===== src/sv/suks_pkg.sv =====
// Package for the sorted unique key set: sizes, command and status codes,
// and the control bundle broadcast from the top level to every storage cell.
// No dependencies.
`default_nettype none

package suks_pkg;

  localparam int CAPACITY  = 256;
  localparam int KEY_WIDTH = 32;
  localparam int CNT_W     = $clog2(CAPACITY + 1);

  localparam logic [1:0] CMD_INSERT   = 2'd0;
  localparam logic [1:0] CMD_EXTRACT  = 2'd1;
  localparam logic [1:0] CMD_CONTAINS = 2'd2;
  localparam logic [1:0] CMD_REMOVE   = 2'd3;

  localparam logic [1:0] ST_DONE    = 2'd0;
  localparam logic [1:0] ST_PRESENT = 2'd1;
  localparam logic [1:0] ST_ABSENT  = 2'd2;
  localparam logic [1:0] ST_FULL    = 2'd3;

  typedef struct packed {
    logic                 ins_en;
    logic                 rem_en;
    logic [KEY_WIDTH-1:0] key;
  } cell_ctl_t;

endpackage

`default_nettype wire


===== src/sv/suks_cell.sv =====
// One storage cell of the sorted key chain: holds one key, compares it with
// the broadcast key and shifts toward either neighbor. Depends on suks_pkg.
`default_nettype none

module suks_cell (
  input  wire logic                           clk,
  input  wire suks_pkg::cell_ctl_t            ctl,
  input  wire logic                           occ,
  input  wire logic                           occ_up,
  input  wire logic                           ge_dn,
  input  wire logic [suks_pkg::KEY_WIDTH-1:0] key_dn,
  input  wire logic [suks_pkg::KEY_WIDTH-1:0] key_up,
  output logic      [suks_pkg::KEY_WIDTH-1:0] key_q,
  output logic                                ge,
  output logic                                eq,
  output logic      [suks_pkg::KEY_WIDTH-1:0] top_key
);

  logic [suks_pkg::KEY_WIDTH-1:0] key_r;
  logic [suks_pkg::KEY_WIDTH-1:0] key_nxt;

  assign ge      = !occ || (key_r >= ctl.key);
  assign eq      = occ && (key_r == ctl.key);
  assign top_key = (occ && !occ_up) ? key_r : '0;
  assign key_q   = key_r;

  always_comb begin
    key_nxt = key_r;
    if (ctl.ins_en && ge) begin
      key_nxt = ge_dn ? key_dn : ctl.key;
    end else if (ctl.rem_en && ge && occ) begin
      key_nxt = key_up;
    end
  end

  always_ff @(posedge clk) begin
    key_r <= key_nxt;
  end

endmodule

`default_nettype wire


===== config.mk =====
export PLATFORM = sky130hd
export DESIGN_NAME = suks_cell
export DESIGN_NICKNAME = d
export VERILOG_FILES = /design/src/sv/suks_pkg.sv /design/src/sv/suks_cell.sv
export SDC_FILE = /design/constraint.sdc
export NUM_CORES = 1
export LEC_CHECK = 0
export ABC_CLOCK_PERIOD_IN_PS = 9700
export BUFFER_PORTS_ARGS = -buffer_cell sky130_fd_sc_hd__buf_4
export CAP_MARGIN = 15
export CORE_ASPECT_RATIO = 0.75
export CORE_UTILIZATION = 47
export CTS_CLUSTER_DIAMETER = 100
export CTS_CLUSTER_SIZE = 25
export DETAILED_ROUTE_END_ITERATION = 16
export PLACE_DENSITY = 0.84
export SLEW_MARGIN = 20
export SYNTH_ARGS = -nofsm -noshare
export SYNTH_HDL_FRONTEND = slang
export SYNTH_SLANG_ARGS = --single-unit

===== constraint.sdc =====
create_clock -name clk -period 9.7 [get_ports clk]
set_clock_uncertainty 0.15 [all_clocks]
set_input_delay 0.97 -clock clk [delete_from_list [all_inputs] [get_ports clk]]
set_output_delay 0.97 -clock clk [all_outputs]
set_load 0.1 [all_outputs]

==> flow_metrics.tcl <==
set metrics [dict create \
    status "finished, final reports clean" \
    required_ns 8.58 \
    power.total_mw 0.625 \
    die_w_um 90.5 \
    grt-ovfl-total 0 \
    grt_pass1_vias 2468 \
    io_pins 168 \
    drive_above_1_share_pct 39.1 \
    synth_top_area_share_pct 34.8 \
    synth_most_common_cell "nand2_1" \
    setup_viol 0 \
    synth_seq_cells 32 \
    yosysWarnings 0 \
    synth_nets 431 \
    crit_family "simple AND/OR/NAND/NOR gates" \
    cts_made_buffers 5 \
    cts_max_level 2 \
    cts-root-buf "clkbuf_8" \
    finalHoldWorstSlack_ns 0.814 \
    synth_edf_count 32 \
    async_flop_share_pct 0 \
    post_cts_buffers 0 \
    cts_hold_buf 0 \
    placed_area_mm2 0.00405 \
    end_kind "primary output" \
    fin_cells 535 \
    synth_area_leader_cell "edfxtp_1" \
    syn_area_mm2 0.00276 \
    yosys.cell_types.count 31 \
    timing.fmax_mhz 249 \
    postRouteAntennaNets 0 \
    synth_seq_area_share_pct 34.8 \
    start_kind "primary input" \
    route.detailed.drc 0 \
    yosys-top-cells-area "edfxtp_1, ha_1, mux2_1" \
    pre_cts_ws_ns 5.57 \
    n_antenna_cell 0 \
    relSlewSlack_pct 54.5 \
    netlist_instances 297 \
    core_mm2 0.00550 \
    clk_pin_slew_worst_paths_ns 0.07 \
    grt_usage_pct 25.8 \
    slowest_delay_ns 0.34 \
    avgSynthCellArea_um2 9.29 \
    dp.cells 526 \
    fp-row-count 23 \
    first_iter_violations 90 \
    dieHeight_um 68.4 \
    grt_pass1_wl_mm 12.2 \
    grt_max_degree 64 \
    powerDensity_mw_per_mm2 149 \
    area_delta_synth_final_pct 51.7 \
    tns_ns 0 \
    period_minus_slack_ns 4.01 \
    clock_latency_ns 0.28 \
    crit_top_cell "buf_4" \
    arrival_ns 2.89 \
    io_buffer_count 167 \
    cts_tree "yes" \
    clock-sinks 32 \
    vias 2714 \
    largest_reg_flops 32 \
    antenna_found_initial 0 \
    start_util_pct 50.2 \
    drt-total-wl_mm 7.96 \
    clockBufferDepth 2 \
    min_path_cells 2 \
    die_area_mm2 0.00619 \
    p_leak_nw 2.08 \
    cp.depth 10 \
    setup_ws_ns 5.69 \
    crit_type "primary input to primary output" \
    finalMaxSlewViolations 0 \
    worst-path-buf-inv 3 \
    fin_crit_sh_pct 41.4 \
    maxCapViolCount 0 \
    r2r.worst_path.cells 8 \
    rsz0062_at_grt "false" \
    max_slew.worst_pin.slew_ns 0.683 \
    wire_per_inst_um 14.9 \
    vdd_drop_max_v 0.0000955 \
    synth_common_cells "nand2_1, inv_1, o21ai_0" \
    dr.pass1.iters 4 \
    finalHoldViolCount 0 \
    fin_util_pct 76.2 \
    hold_path_class "primary input to register" \
    ys.flop_type "edfxtp_1" \
    path_cells "buf_4 > inv_1 > ha_1 > nand4_1 > nor4_2 > a21boi_1 > o31ai_1 > and2_1 > nand2_1 > buf_4" \
    hpwlAfterDp_mm 6.22 \
    crit_fanout 3 \
    vias_per_cell 5.07 \
    fin_nets 594 \
    gp_congestion 0.773 \
    cts_resized 0 \
    critPathSlowestCell "nor4_2" \
    finish.instance_area_mm2 0.00419 \
    nFillCells 393 \
]
path summary, 6_finish.rpt:
kind | startpoint | to | slack (ns)
worst max register to register | key_q[27] | key_q[4] | 6.39
worst max-delay path | ctl[14] | ge | 5.69
worst min-delay path | key_up[14] | key_q[14] | 0.81
worst min register to register | key_q[22] | key_q[17] | 1.35
routing by layer:
layer / wire length, µm / part of all wire (%) / global-route usage (%)
met2: 3870 / 49 / 45.6
met4: 53 / 0.67 / 6.05
met3: 457 / 5.7 / 5.78
met1: 3580 / 45 / 32.6
met5: 0 / 0 / 0
cell type report:
class / count / area, µm² / share of cell area, %
multi-input cells: 216 / 1610 / 38.5
clock buffers: 5 / 68.8 / 1.64
inverters: 36 / 135 / 3.23
repair buffers: 169 / 1310 / 31.3
clock inverters: 2 / 7.51 / 0.179
flip-flops and latches: 32 / 961 / 23.0
well taps: 75 / 93.8 / 2.24
worst register-to-register path: stages (launching register included):
cell and delay, ns:
edfxtp_1 0.42, ha_1 0.35, nand4_1 0.18, nor4_1 0.40, a31oi_1 0.13, and3_1 0.26, a31oi_4 0.57, buf_16 0.24
mux2_1 0.35
cells in the final DEF, fill, tap and decap left out, drive strengths merged:
| master | n |
|---|---|
| and4 | 2 |
| clkbuf | 5 |
| inv | 36 |
| buf | 169 |
| a22oi | 1 |
| a221o | 1 |
| a21oi | 14 |
| a21boi | 2 |
| nor2 | 1 |
| nand4 | 6 |
| nand3 | 2 |
| and3 | 1 |
| edfxtp | 32 |
| o2111ai | 1 |
| a31oi | 2 |
| nand2 | 41 |
| nand3b | 1 |
| clkinv | 2 |
| o31ai | 1 |
| ha | 32 |
| mux2 | 33 |
| and2 | 33 |
| o211ai | 1 |
| o21ai | 35 |
| nor2b | 2 |
| nor3 | 1 |
| nor4 | 3 |
cell families after synthesis:
kind of cell | Yosys count | share of synthesized area (%)
mux | 33 | 13.5
flops | 32 | 34.8
fa+ha+maj | 32 | 14.5
compound gates | 58 | 11.9
simple gates | 93 | 17.8
buf+inv | 49 | 7.48
power by group:
part | internal, mW | switching [mW]
logic | 0.0981 | 0.243
registers | 0.176 | 0.0132
clock network | 0.0473 | 0.0482
total | 0.321 | 0.304
No activity file was read; power rests on OpenSTA's default activity.
